File: config.mk
export PLATFORM = sky130hd
export DESIGN_NAME = touch_event_slot_filter_scaler
export DESIGN_NICKNAME = d
export VERILOG_FILES = /design/src/rtl/core/tessf_pkg.sv /design/src/rtl/core/tessf_div.sv /design/src/rtl/core/tessf_scale.sv /design/src/rtl/core/touch_event_slot_filter_scaler.sv
export VERILOG_INCLUDE_DIRS = /design/src /design/src/rtl/core
export SDC_FILE = /design/constraint.sdc
export NUM_CORES = 2
export LEC_CHECK = 0
export ABC_AREA = 1
export BUFFER_PORTS_ARGS = -buffer_cell sky130_fd_sc_hd__buf_4
export CAP_MARGIN = 15
export CORE_UTILIZATION = 45
export DETAILED_ROUTE_END_ITERATION = 8
export PLACE_DENSITY = 0.7
export SYNTH_ARGS = -nofsm -noshare
export SYNTH_HDL_FRONTEND = slang
export SYNTH_SLANG_ARGS = --single-unit
File: constraint.sdc
create_clock -name clk -period 27 [get_ports clk]
set_input_delay 6.75 -clock clk [delete_from_list [all_inputs] [get_ports clk]]
set_output_delay 6.75 -clock clk [all_outputs]
set_load 0.01 [all_outputs]
File: src/rtl/core/touch_event_slot_filter_scaler_defines.svh
// Assertion macros for the touch event slot filter and scaler.
`ifndef TOUCH_EVENT_SLOT_FILTER_SCALER_DEFINES_SVH
`define TOUCH_EVENT_SLOT_FILTER_SCALER_DEFINES_SVH
`ifndef ASSERT_OFF
`define TESSF_ASSERT(lbl, prop, msg) \
	lbl: assert property (@(posedge clk) disable iff (!arst_n) prop) else $error(msg);
`define TESSF_NEVER(lbl, cond, msg) \
	lbl: assert property (@(posedge clk) disable iff (!arst_n) !(cond)) else $error(msg);
`else
`define TESSF_ASSERT(lbl, prop, msg)
`define TESSF_NEVER(lbl, cond, msg)
`endif
`endif

File: src/rtl/core/tessf_pkg.sv
// Package: types and constants of the touch event slot filter and scaler.
package tessf_pkg;
	localparam int NW = 54;
	localparam int DW = 18;
	localparam int MAW = 34;
	localparam int MBW = 18;
	localparam int PW = MAW + MBW;
	localparam int CW = $clog2(NW + 1);

	localparam logic [4:0] EV_SYN = 5'd0;
	localparam logic [4:0] EV_KEY = 5'd1;
	localparam logic [4:0] EV_ABS = 5'd3;

	localparam logic [9:0] KEY_FINGER = 10'd325;
	localparam logic [9:0] KEY_TAP5 = 10'd328;
	localparam logic [9:0] KEY_TOUCH = 10'd330;
	localparam logic [9:0] KEY_TAP2 = 10'd333;
	localparam logic [9:0] KEY_TAP3 = 10'd334;
	localparam logic [9:0] KEY_TAP4 = 10'd335;

	localparam logic [9:0] ABS_X = 10'd0;
	localparam logic [9:0] ABS_Y = 10'd1;
	localparam logic [9:0] ABS_PRESS = 10'd24;
	localparam logic [9:0] ABS_SLOT_SEL = 10'd47;
	localparam logic [9:0] ABS_MT_POS_X = 10'd53;
	localparam logic [9:0] ABS_MT_POS_Y = 10'd54;
	localparam logic [9:0] ABS_TRACK_ID = 10'd57;
	localparam logic [9:0] ABS_MT_PRESS = 10'd58;

	localparam logic [2:0] REG_SCALE_PERCENT = 3'd0;
	localparam logic [2:0] REG_DEST_SLOT_COUNT = 3'd1;
	localparam logic [2:0] REG_START_SLOT = 3'd2;
	localparam logic [2:0] REG_DEST_AXIS_MASK = 3'd3;

	typedef enum logic [1:0] {
		ST_IDLE = 2'd0,
		ST_BEGIN = 2'd1,
		ST_UPDATE = 2'd2,
		ST_END = 2'd3
	} slot_state_t;

	typedef enum logic [3:0] {
		SC_IDLE,
		SC_MUL_D,
		SC_LO_START,
		SC_LO_WAIT,
		SC_HI_START,
		SC_HI_WAIT,
		SC_CLAMP,
		SC_MUL_V,
		SC_MUL_M,
		SC_DIV_START,
		SC_DIV_WAIT,
		SC_DONE
	} sc_state_t;

	typedef struct packed {
		logic start;
		logic signed [NW-1:0] numer;
		logic signed [DW-1:0] denom;
	} div_req_t;

	typedef struct packed {
		logic done;
		logic signed [NW-1:0] quot;
	} div_rsp_t;
endpackage

File: src/rtl/core/tessf_div.sv
// Serial signed divider, one quotient bit per cycle, truncating toward zero.
module tessf_div (
	input logic clk,
	input logic arst_n,
	input tessf_pkg::div_req_t req,
	output tessf_pkg::div_rsp_t rsp
);
	import tessf_pkg::*;

	logic busy_q;
	logic done_q;
	logic neg_q;
	logic [CW-1:0] cnt_q;
	logic [NW-1:0] q_q;
	logic [DW-1:0] rem_q;
	logic [DW-1:0] dv_q;
	logic [DW:0] trial;
	logic take;
	logic [NW-1:0] mag_n;
	logic [DW-1:0] mag_d;

	assign mag_n = req.numer[NW-1] ? NW'(-req.numer) : NW'(req.numer);
	assign mag_d = req.denom[DW-1] ? DW'(-req.denom) : DW'(req.denom);
	assign trial = {rem_q, q_q[NW-1]};
	assign take = trial >= {1'b0, dv_q};

	always_ff @(posedge clk or negedge arst_n) begin
		if (!arst_n) begin
			busy_q <= 1'b0;
			done_q <= 1'b0;
			cnt_q <= '0;
		end else begin
			done_q <= 1'b0;
			if (req.start) begin
				busy_q <= 1'b1;
				cnt_q <= CW'(NW);
			end else if (busy_q) begin
				cnt_q <= cnt_q - 1'b1;
				if (cnt_q == CW'(1)) begin
					busy_q <= 1'b0;
					done_q <= 1'b1;
				end
			end
		end
	end

	always_ff @(posedge clk) begin
		if (req.start) begin
			q_q <= mag_n;
			rem_q <= '0;
			dv_q <= mag_d;
			neg_q <= req.numer[NW-1] ^ req.denom[DW-1];
		end else if (busy_q) begin
			rem_q <= take ? DW'(trial - {1'b0, dv_q}) : DW'(trial);
			q_q <= {q_q[NW-2:0], take};
		end
	end

	assign rsp.done = done_q;
	assign rsp.quot = neg_q ? -$signed(q_q) : $signed(q_q);
endmodule

File: src/rtl/core/tessf_scale.sv
// Rescale sequencer: one shared multiplier and the serial divider.
module tessf_scale (
	input logic clk,
	input logic arst_n,
	input logic start,
	input logic [63:0] ranges,
	input logic [6:0] pct,
	input logic signed [31:0] value,
	output logic done,
	output logic signed [31:0] result
);
	import tessf_pkg::*;

	sc_state_t state_q, state_d;
	logic signed [DW-1:0] smin_q, smax_q;
	logic signed [DW-1:0] dmin_q, drange_q;
	logic signed [MAW-1:0] v_q;
	logic signed [PW-1:0] prod_q, acc_q;
	logic signed [31:0] res_q;
	logic signed [DW-1:0] srange;
	logic signed [MAW-1:0] mul_a;
	logic signed [MBW-1:0] mul_b;
	logic signed [PW-1:0] product;
	logic signed [MAW-1:0] vc;
	logic signed [NW-1:0] quot;
	logic clamp_en;
	div_req_t dreq;
	div_rsp_t drsp;

	assign clamp_en = (pct >= 7'd1) && (pct <= 7'd99);
	assign srange = smax_q - smin_q;
	assign product = mul_a * mul_b;
	assign quot = drsp.quot;

	tessf_div u_div (.clk(clk), .arst_n(arst_n), .req(dreq), .rsp(drsp));

	always_comb begin
		mul_a = MAW'(v_q - MAW'(smin_q));
		mul_b = MBW'(drange_q);
		case (state_q)
			SC_MUL_D: begin
				mul_a = MAW'($signed({1'b0, 7'd100 - pct}));
				mul_b = MBW'(srange);
			end
			SC_MUL_M: begin
				mul_a = MAW'(dmin_q);
				mul_b = MBW'(srange);
			end
			default: ;
		endcase
	end

	always_comb begin
		vc = (v_q > MAW'(smax_q)) ? MAW'(smax_q) : v_q;
		vc = (vc < MAW'(smin_q)) ? MAW'(smin_q) : vc;
	end

	always_comb begin
		state_d = state_q;
		dreq.start = 1'b0;
		dreq.numer = NW'(acc_q) + NW'(prod_q);
		dreq.denom = srange;
		case (state_q)
			SC_IDLE: if (start) state_d = clamp_en ? SC_MUL_D : SC_MUL_V;
			SC_MUL_D: state_d = SC_LO_START;
			SC_LO_START: begin
				dreq.start = 1'b1;
				dreq.numer = NW'(smin_q) * NW'(200) + NW'(prod_q);
				dreq.denom = DW'(200);
				state_d = SC_LO_WAIT;
			end
			SC_LO_WAIT: if (drsp.done) state_d = SC_HI_START;
			SC_HI_START: begin
				dreq.start = 1'b1;
				dreq.numer = NW'(smax_q) * NW'(200) - NW'(prod_q);
				dreq.denom = DW'(200);
				state_d = SC_HI_WAIT;
			end
			SC_HI_WAIT: if (drsp.done) state_d = SC_CLAMP;
			SC_CLAMP: state_d = SC_MUL_V;
			SC_MUL_V: state_d = (srange == '0) ? SC_DONE : SC_MUL_M;
			SC_MUL_M: state_d = SC_DIV_START;
			SC_DIV_START: begin
				dreq.start = 1'b1;
				state_d = SC_DIV_WAIT;
			end
			SC_DIV_WAIT: if (drsp.done) state_d = SC_DONE;
			SC_DONE: state_d = SC_IDLE;
			default: state_d = SC_IDLE;
		endcase
	end

	always_ff @(posedge clk or negedge arst_n) begin
		if (!arst_n) begin
			state_q <= SC_IDLE;
		end else begin
			state_q <= state_d;
		end
	end

	always_ff @(posedge clk) begin
		case (state_q)
			SC_IDLE: if (start) begin
				smin_q <= DW'($signed(ranges[15:0]));
				smax_q <= DW'($signed(ranges[31:16]));
				dmin_q <= DW'($signed(ranges[47:32]));
				drange_q <= DW'($signed(ranges[63:48])) - DW'($signed(ranges[47:32]));
				v_q <= MAW'(value);
			end
			SC_MUL_D: prod_q <= product;
			SC_LO_WAIT: if (drsp.done) smin_q <= DW'(quot);
			SC_HI_WAIT: if (drsp.done) smax_q <= DW'(quot);
			SC_CLAMP: v_q <= vc;
			SC_MUL_V: begin
				prod_q <= product;
				res_q <= 32'(dmin_q);
			end
			SC_MUL_M: begin
				acc_q <= prod_q;
				prod_q <= product;
			end
			SC_DIV_WAIT: if (drsp.done) begin
				if (quot > NW'(32'sh7FFF_FFFF)) res_q <= 32'sh7FFF_FFFF;
				else if (quot < NW'(32'sh8000_0000)) res_q <= 32'sh8000_0000;
				else res_q <= 32'(quot);
			end
			default: ;
		endcase
	end

	assign done = state_q == SC_DONE;
	assign result = res_q;
endmodule

File: src/rtl/core/touch_event_slot_filter_scaler.sv
// Top level: multitouch event filter with slot tracking and axis rescale.
//
// Input events arrive on the s_ stream, one event per item; each gives one
// item on the m_ stream or none. The user writes configuration on cfg_we with
// cfg_index and cfg_data only while the block is idle; it is not enforced.
// Events that need no rescale (keys, sync, slot, tracking id, ABS_X/Y, and
// scaled axes of an idle slot) are decided in the cycle they are accepted
// and show on m_ the next cycle; one item per cycle while m_tready is high.
// Rescaled axes run through a sequencer that shares one multiplier and one
// serial divider. Without clamping there is one division; with clamping
// (scale percent 1 to 99) three divisions: the low bound, the high bound
// and the result. A zero source range skips the last division. s_tready
// is low meanwhile.
// A finished item waits in the output register while m_tready is low; a new
// item is taken as soon as that register is free or drains in the same edge.
// Reset (arst_n low) sets all slots idle, forgets the current slot and loads
// the register defaults.
`include "touch_event_slot_filter_scaler_defines.svh"
module touch_event_slot_filter_scaler #(
	parameter int NUM_SLOTS = 16
) (
	input logic clk,
	input logic arst_n,
	input logic s_tvalid,
	output logic s_tready,
	input logic [47:0] s_tdata, // event_type, event_code, event_value
	output logic m_tvalid,
	input logic m_tready,
	output logic [47:0] m_tdata, // out_type, out_code, out_value
	input logic cfg_we,
	input logic [2:0] cfg_index,
	input logic [63:0] cfg_data
);
	import tessf_pkg::*;

	localparam int SW = (NUM_SLOTS > 1) ? $clog2(NUM_SLOTS) : 1;

	logic [6:0] pct_q;
	logic [4:0] dcnt_q;
	logic [3:0] sslot_q;
	logic [3:0] amask_q;
	logic [63:0] rng_q [4];

	slot_state_t slot_q [NUM_SLOTS];
	slot_state_t slot_aged [NUM_SLOTS];
	logic [SW-1:0] cur_q, cur_e;
	logic oor_q, oor_e, known_q, active_q, aged_active;
	logic busy_q, m_tvalid_q;
	logic [14:0] pend_q;
	logic [47:0] m_tdata_q;

	logic [4:0] ev_type;
	logic [9:0] ev_code;
	logic signed [31:0] ev_value;
	logic acc, fwd, do_scale, idle, trk_ok, slot_ok;
	logic [1:0] axis;
	logic is_axis;
	logic sc_done;
	logic signed [31:0] sc_res;

	assign ev_type = s_tdata[4:0];
	assign ev_code = s_tdata[14:5];
	assign ev_value = s_tdata[46:15];
	assign s_tready = !busy_q && (!m_tvalid_q || m_tready);
	assign acc = s_tvalid && s_tready;

	always_comb begin
		cur_e = cur_q;
		oor_e = oor_q;
		if (!known_q) begin
			if (32'(sslot_q) < 32'(NUM_SLOTS)) begin
				cur_e = SW'(sslot_q);
				oor_e = 1'b0;
			end else begin
				oor_e = 1'b1;
			end
		end
	end

	assign idle = oor_e || slot_q[cur_e] == ST_IDLE;
	assign trk_ok = !oor_e && (7'(cur_e) < 7'(dcnt_q));
	assign slot_ok = !ev_value[31] && (32'(ev_value) < 32'(NUM_SLOTS));

	always_comb begin
		aged_active = 1'b0;
		for (int i = 0; i < NUM_SLOTS; i++) begin
			case (slot_q[i])
				ST_BEGIN: slot_aged[i] = ST_UPDATE;
				ST_END: slot_aged[i] = ST_IDLE;
				default: slot_aged[i] = slot_q[i];
			endcase
			if (slot_aged[i] != ST_IDLE) aged_active = 1'b1;
		end
	end

	always_comb begin
		is_axis = 1'b1;
		axis = 2'd0;
		case (ev_code)
			ABS_MT_POS_X: axis = 2'd0;
			ABS_MT_POS_Y: axis = 2'd1;
			ABS_MT_PRESS: axis = 2'd2;
			ABS_PRESS: axis = 2'd3;
			default: is_axis = 1'b0;
		endcase
	end

	always_comb begin
		fwd = 1'b0;
		do_scale = 1'b0;
		case (ev_type)
			EV_SYN: fwd = 1'b1;
			EV_KEY: fwd = ev_code inside {KEY_TOUCH, KEY_FINGER, KEY_TAP2,
				KEY_TAP3, KEY_TAP4, KEY_TAP5};
			EV_ABS: begin
				if (ev_code == ABS_X || ev_code == ABS_Y) fwd = active_q;
				else if (ev_code == ABS_SLOT_SEL) fwd = 1'b1;
				else if (ev_code == ABS_TRACK_ID) fwd = trk_ok;
				else if (is_axis) begin
					if (idle) begin
						fwd = 1'b1;
					end else if (amask_q[axis]) begin
						do_scale = 1'b1;
					end
				end
			end
			default: fwd = 1'b0;
		endcase
	end

	tessf_scale u_scale (
		.clk(clk),
		.arst_n(arst_n),
		.start(acc && do_scale),
		.ranges(rng_q[axis]),
		.pct(pct_q),
		.value(ev_value),
		.done(sc_done),
		.result(sc_res)
	);

	always_ff @(posedge clk or negedge arst_n) begin
		if (!arst_n) begin
			pct_q <= 7'd100;
			dcnt_q <= 5'd16;
			sslot_q <= 4'd0;
			amask_q <= 4'hF;
			for (int i = 0; i < 4; i++) rng_q[i] <= '0;
		end else if (cfg_we) begin
			case (cfg_index)
				REG_SCALE_PERCENT: pct_q <= cfg_data[6:0];
				REG_DEST_SLOT_COUNT: dcnt_q <= cfg_data[4:0];
				REG_START_SLOT: sslot_q <= cfg_data[3:0];
				REG_DEST_AXIS_MASK: amask_q <= cfg_data[3:0];
				default: rng_q[cfg_index[1:0]] <= cfg_data;
			endcase
		end
	end

	always_ff @(posedge clk or negedge arst_n) begin
		if (!arst_n) begin
			for (int i = 0; i < NUM_SLOTS; i++) slot_q[i] <= ST_IDLE;
			cur_q <= '0;
			oor_q <= 1'b0;
			known_q <= 1'b0;
			active_q <= 1'b0;
		end else if (acc) begin
			if (ev_type == EV_SYN) begin
				slot_q <= slot_aged;
				active_q <= aged_active;
			end else if (ev_type == EV_ABS) begin
				known_q <= 1'b1;
				cur_q <= cur_e;
				oor_q <= oor_e;
				if (ev_code == ABS_SLOT_SEL) begin
					if (slot_ok) begin
						cur_q <= SW'(ev_value);
						oor_q <= 1'b0;
					end else begin
						oor_q <= 1'b1;
					end
				end else if (ev_code == ABS_TRACK_ID && trk_ok) begin
					if (ev_value != -32'sd1) begin
						slot_q[cur_e] <= ST_BEGIN;
						active_q <= 1'b1;
					end else begin
						slot_q[cur_e] <= ST_END;
					end
				end
			end
		end
	end

	always_ff @(posedge clk or negedge arst_n) begin
		if (!arst_n) begin
			busy_q <= 1'b0;
			m_tvalid_q <= 1'b0;
		end else begin
			if (m_tvalid_q && m_tready) m_tvalid_q <= 1'b0;
			if (acc && fwd) m_tvalid_q <= 1'b1;
			if (acc && do_scale) busy_q <= 1'b1;
			if (sc_done) begin
				busy_q <= 1'b0;
				m_tvalid_q <= 1'b1;
			end
		end
	end

	always_ff @(posedge clk) begin
		if (acc) pend_q <= s_tdata[14:0];
		if (acc && fwd) m_tdata_q <= {1'b0, s_tdata[46:0]};
		if (sc_done) m_tdata_q <= {1'b0, sc_res, pend_q};
	end

	assign m_tvalid = m_tvalid_q;
	assign m_tdata = m_tdata_q;

	`TESSF_ASSERT(a_busy_blocks, busy_q |-> !s_tready, "input taken during rescale")
	`TESSF_ASSERT(a_done_busy, sc_done |-> busy_q, "rescale finished while not busy")
	`TESSF_NEVER(a_done_full, sc_done && m_tvalid_q && !$past(m_tready), "output overwritten")
	`TESSF_ASSERT(a_busy_hold, busy_q && !sc_done |=> busy_q, "busy dropped without result")
endmodule

==> results.ini <==
[outcome]
status=complete, no violations

[sta]
fmax_ghz=0.0713
finalMaxSlewViolations=0
setup_tns_ns=0
finalHoldViolCount=0
setup_viol=0
rsz0062_at_grt=no
fin_crit_sh_pct=51.9
fin_skew_ns=0.0488
fin_hold_ws_ns=0.480
fin_crit_ns=14.02
setup_ws_ns=12.98
worst_pin_slew_ns=1.20
relSlewSlack_pct=19.5

[synth]
synth_top_flop_cell=edfxtp_1
syn_inst=11237
syn_nets=12562
synthDistinctLibCells=78
syn_area_um2=80400
synth_seq_cells=721
synth-edff-count=374
synth_most_common_cell=nand2_1
yosysTopAreaCell=fa_1
synth.avg_cell_area_um2=7.15
synthTopCellsByArea=fa_1, nand2_1, edfxtp_1, inv_1, dfrtp_1
ys_seq_area_share_pct=24.7
yosys.area.top_type_share_pct=15.5
synthArstFlopShare_pct=45.6
synth_common_cells=nand2_1, inv_1, nor2_1
yosysWarnings=0

[place]
dpl.hpwl_mm=234
gp_congestion=1.06
port_buffers=167
preCtsSetupSlack_ns=13.03

[clocking]
cts_hold_buf=0
clk_pin_slew_worst_paths_ns=0.06
cts_buffer_depth=3
ctsRootBufferMaster=clkbuf_16
cts_setup_buffers=0
clkLatencyLatePin_ns=0.74
post_cts_resized=0
cts_made_buffers=80
cts_max_level=3
cts_tree=done
cts.sinks=721

[route]
routed_wl_mm=291
ant_nets=0
dr.pass1.iters=7
avgRoutedWirePerCell_um=21.3
drc=0
via_per_inst=5.48
num_vias=74924
drtIter0Drc=8298

[hold_path]
min_to=u_scale.u_div.rem_q[12]
hp-class=flip-flop to flip-flop
min_delay_path_depth=2
min_from=u_scale.u_div.rem_q[12]

[floorplanning]
io_pins=170
rows=154
start_util_pct=45.5
die-area_um2=180000
core_area_um2=177000
die_h_um=425
die_w_um=425

[critical_path]
critical_path.endpoint_type=output port
rrSetupSlack_ns=16.20
worstPathRequired_ns=20.25
rr_endpoint=u_scale.prod_q[51]
path_class=input pin to output port
critPathLaunchType=input pin
worstReg2RegStart=u_scale.smin_q[0]
r2r_cells=33
arrival_ns=7.27
path_max_fanout=2

[grt]
grt_pass1_wl_mm=436
grt_util_all_layers_pct=31.9
grt_overflow=0
first_global_vias=71145
grt_max_degree=103
antenna_found_initial=12

[layout]
drive_gt1_share_pct=4.97
area_delta_synth_final_pct=7.96
nets=12596

[pwr]
finalPower_uw=2680
p_clk_share_pct=43.1
p_comb_share_pct=9.0
switching_power_uw=698
p_int_uw=1980
switching_share_pct=26.1
leakage_uw=0.0447
ir_drop_v=0.0000476
powerDensity_nw_per_um2=30.9
seqPwrFrac_pct=47.9

[flow_run]
maxCapViolations=0

==> per-layer routing <==
metal  share of wire, %  vias up  global-route usage [%]
li1                   -    35256                       -
met1                 43    36036                    44.8
met2                 44     3104                    49.3
met3                8.1      518                    5.02
met4                4.3       10                    12.3
met5              0.023        -                       0
==> worst max-delay path by stage <==
stage / end / cells after the start / slack [ns] / from
floorplan: s_tready / 2 / 13.23 / m_tready
global placement: s_tready / 4 / 13.08 / m_tready
detailed placement: s_tready / 4 / 13.03 / m_tready
CTS: s_tready / 4 / 13.02 / m_tready
global route: s_tready / 4 / 12.95 / m_tready
finish: s_tready / 4 / 12.98 / m_tready
==> power groups by stage <==
stage          Sequential (uW)  Clock, uW  Combinational [uW]
2_1_floorplan             1290          0                 152
3_3_place_gp              1300          0                 231
3_5_place_dp              1300          0                 238
4_1_cts                   1280       1170                 240
5_1_grt                   1290       1210                 271
6_report                  1280       1160                 240
==> through the flow <==
step	util, %	instances	area (um^2)
floorplan	-	11237	80400
global placement	47.5	13527	84000
detailed placement	47.5	13528	84000
CTS	49.1	13677	86800
global route	49.1	13678	86800
finish	49.1	13680	86800
==> critical path: stages <==
cell	delay [ns]
buf_4	0.08
inv_1	0.05
a21oi_1	0.22
buf_4	0.17
==> area by class of cell <==
class	instances	area, um^2
Fill cell	17748	90100
Multi-Input combinational cell	8049	51200
Sequential cell	721	19800
Inverter	2170	8150
Tap cell	2340	2930
Clock buffer	107	2230
Timing Repair Buffer	249	1890
Clock inverter	42	526
Antenna cell	2	5.00
==> cell usage in the layout, fill, tap and decap left out, drive strengths merged, types with 37 or more instances in the layout <==
master | Yosys | final
fa | 624 | 624
nand3 | 543 | 543
edfxtp | 374 | 374
nand2 | 3214 | 3214
clkbuf | 228 | 107
or2 | 37 | 37
nand3b | 51 | 51
o22ai | 55 | 55
nor3 | 77 | 77
nor4 | 43 | 43
xnor2 | 78 | 78
nor2 | 1037 | 1037
a31oi | 50 | 50
ha | 581 | 581
inv | 2154 | 2158
xor2 | 159 | 159
a21oi | 479 | 479
buf | 69 | 249
dfrtp | 321 | 321
nand4 | 129 | 129
o21ai | 704 | 704
clkinv | 16 | 46
==> sequential cells by signal, indices dropped and copies added, names as in the netlist, 7 cells and up, named ones only <==
signal and cells:
u_scale.result 32, slot_q 16, u_scale.prod_q 52, u_scale.u_div.rem_q 18, u_scale.drange_q 17, u_scale.v_q 34, rng_q 256, u_scale.smax_q 18
m_tdata 47, u_scale.smin_q 18, pct_q 7, u_scale.u_div.q_q 54, u_scale.dmin_q 16, u_scale.acc_q 52, u_scale.u_div.dv_q 18, pend_q 15
==> cells by family (layout without fill, tap and decap cells) <==
family	count (synthesis)	after routing	synth area share [%]
and+or+nand+nor	5151	5151	26.5
buffers and inverters	2467	2568	11.8
AOI/OAI and AO/OA	1455	1455	9.91
adders and majority gates	1205	1205	24.6
DFF	721	721	24.7
xor gates and xnor gates	237	237	2.58
other	1	3	0.00466
Power figures use the tool's default switching activity.
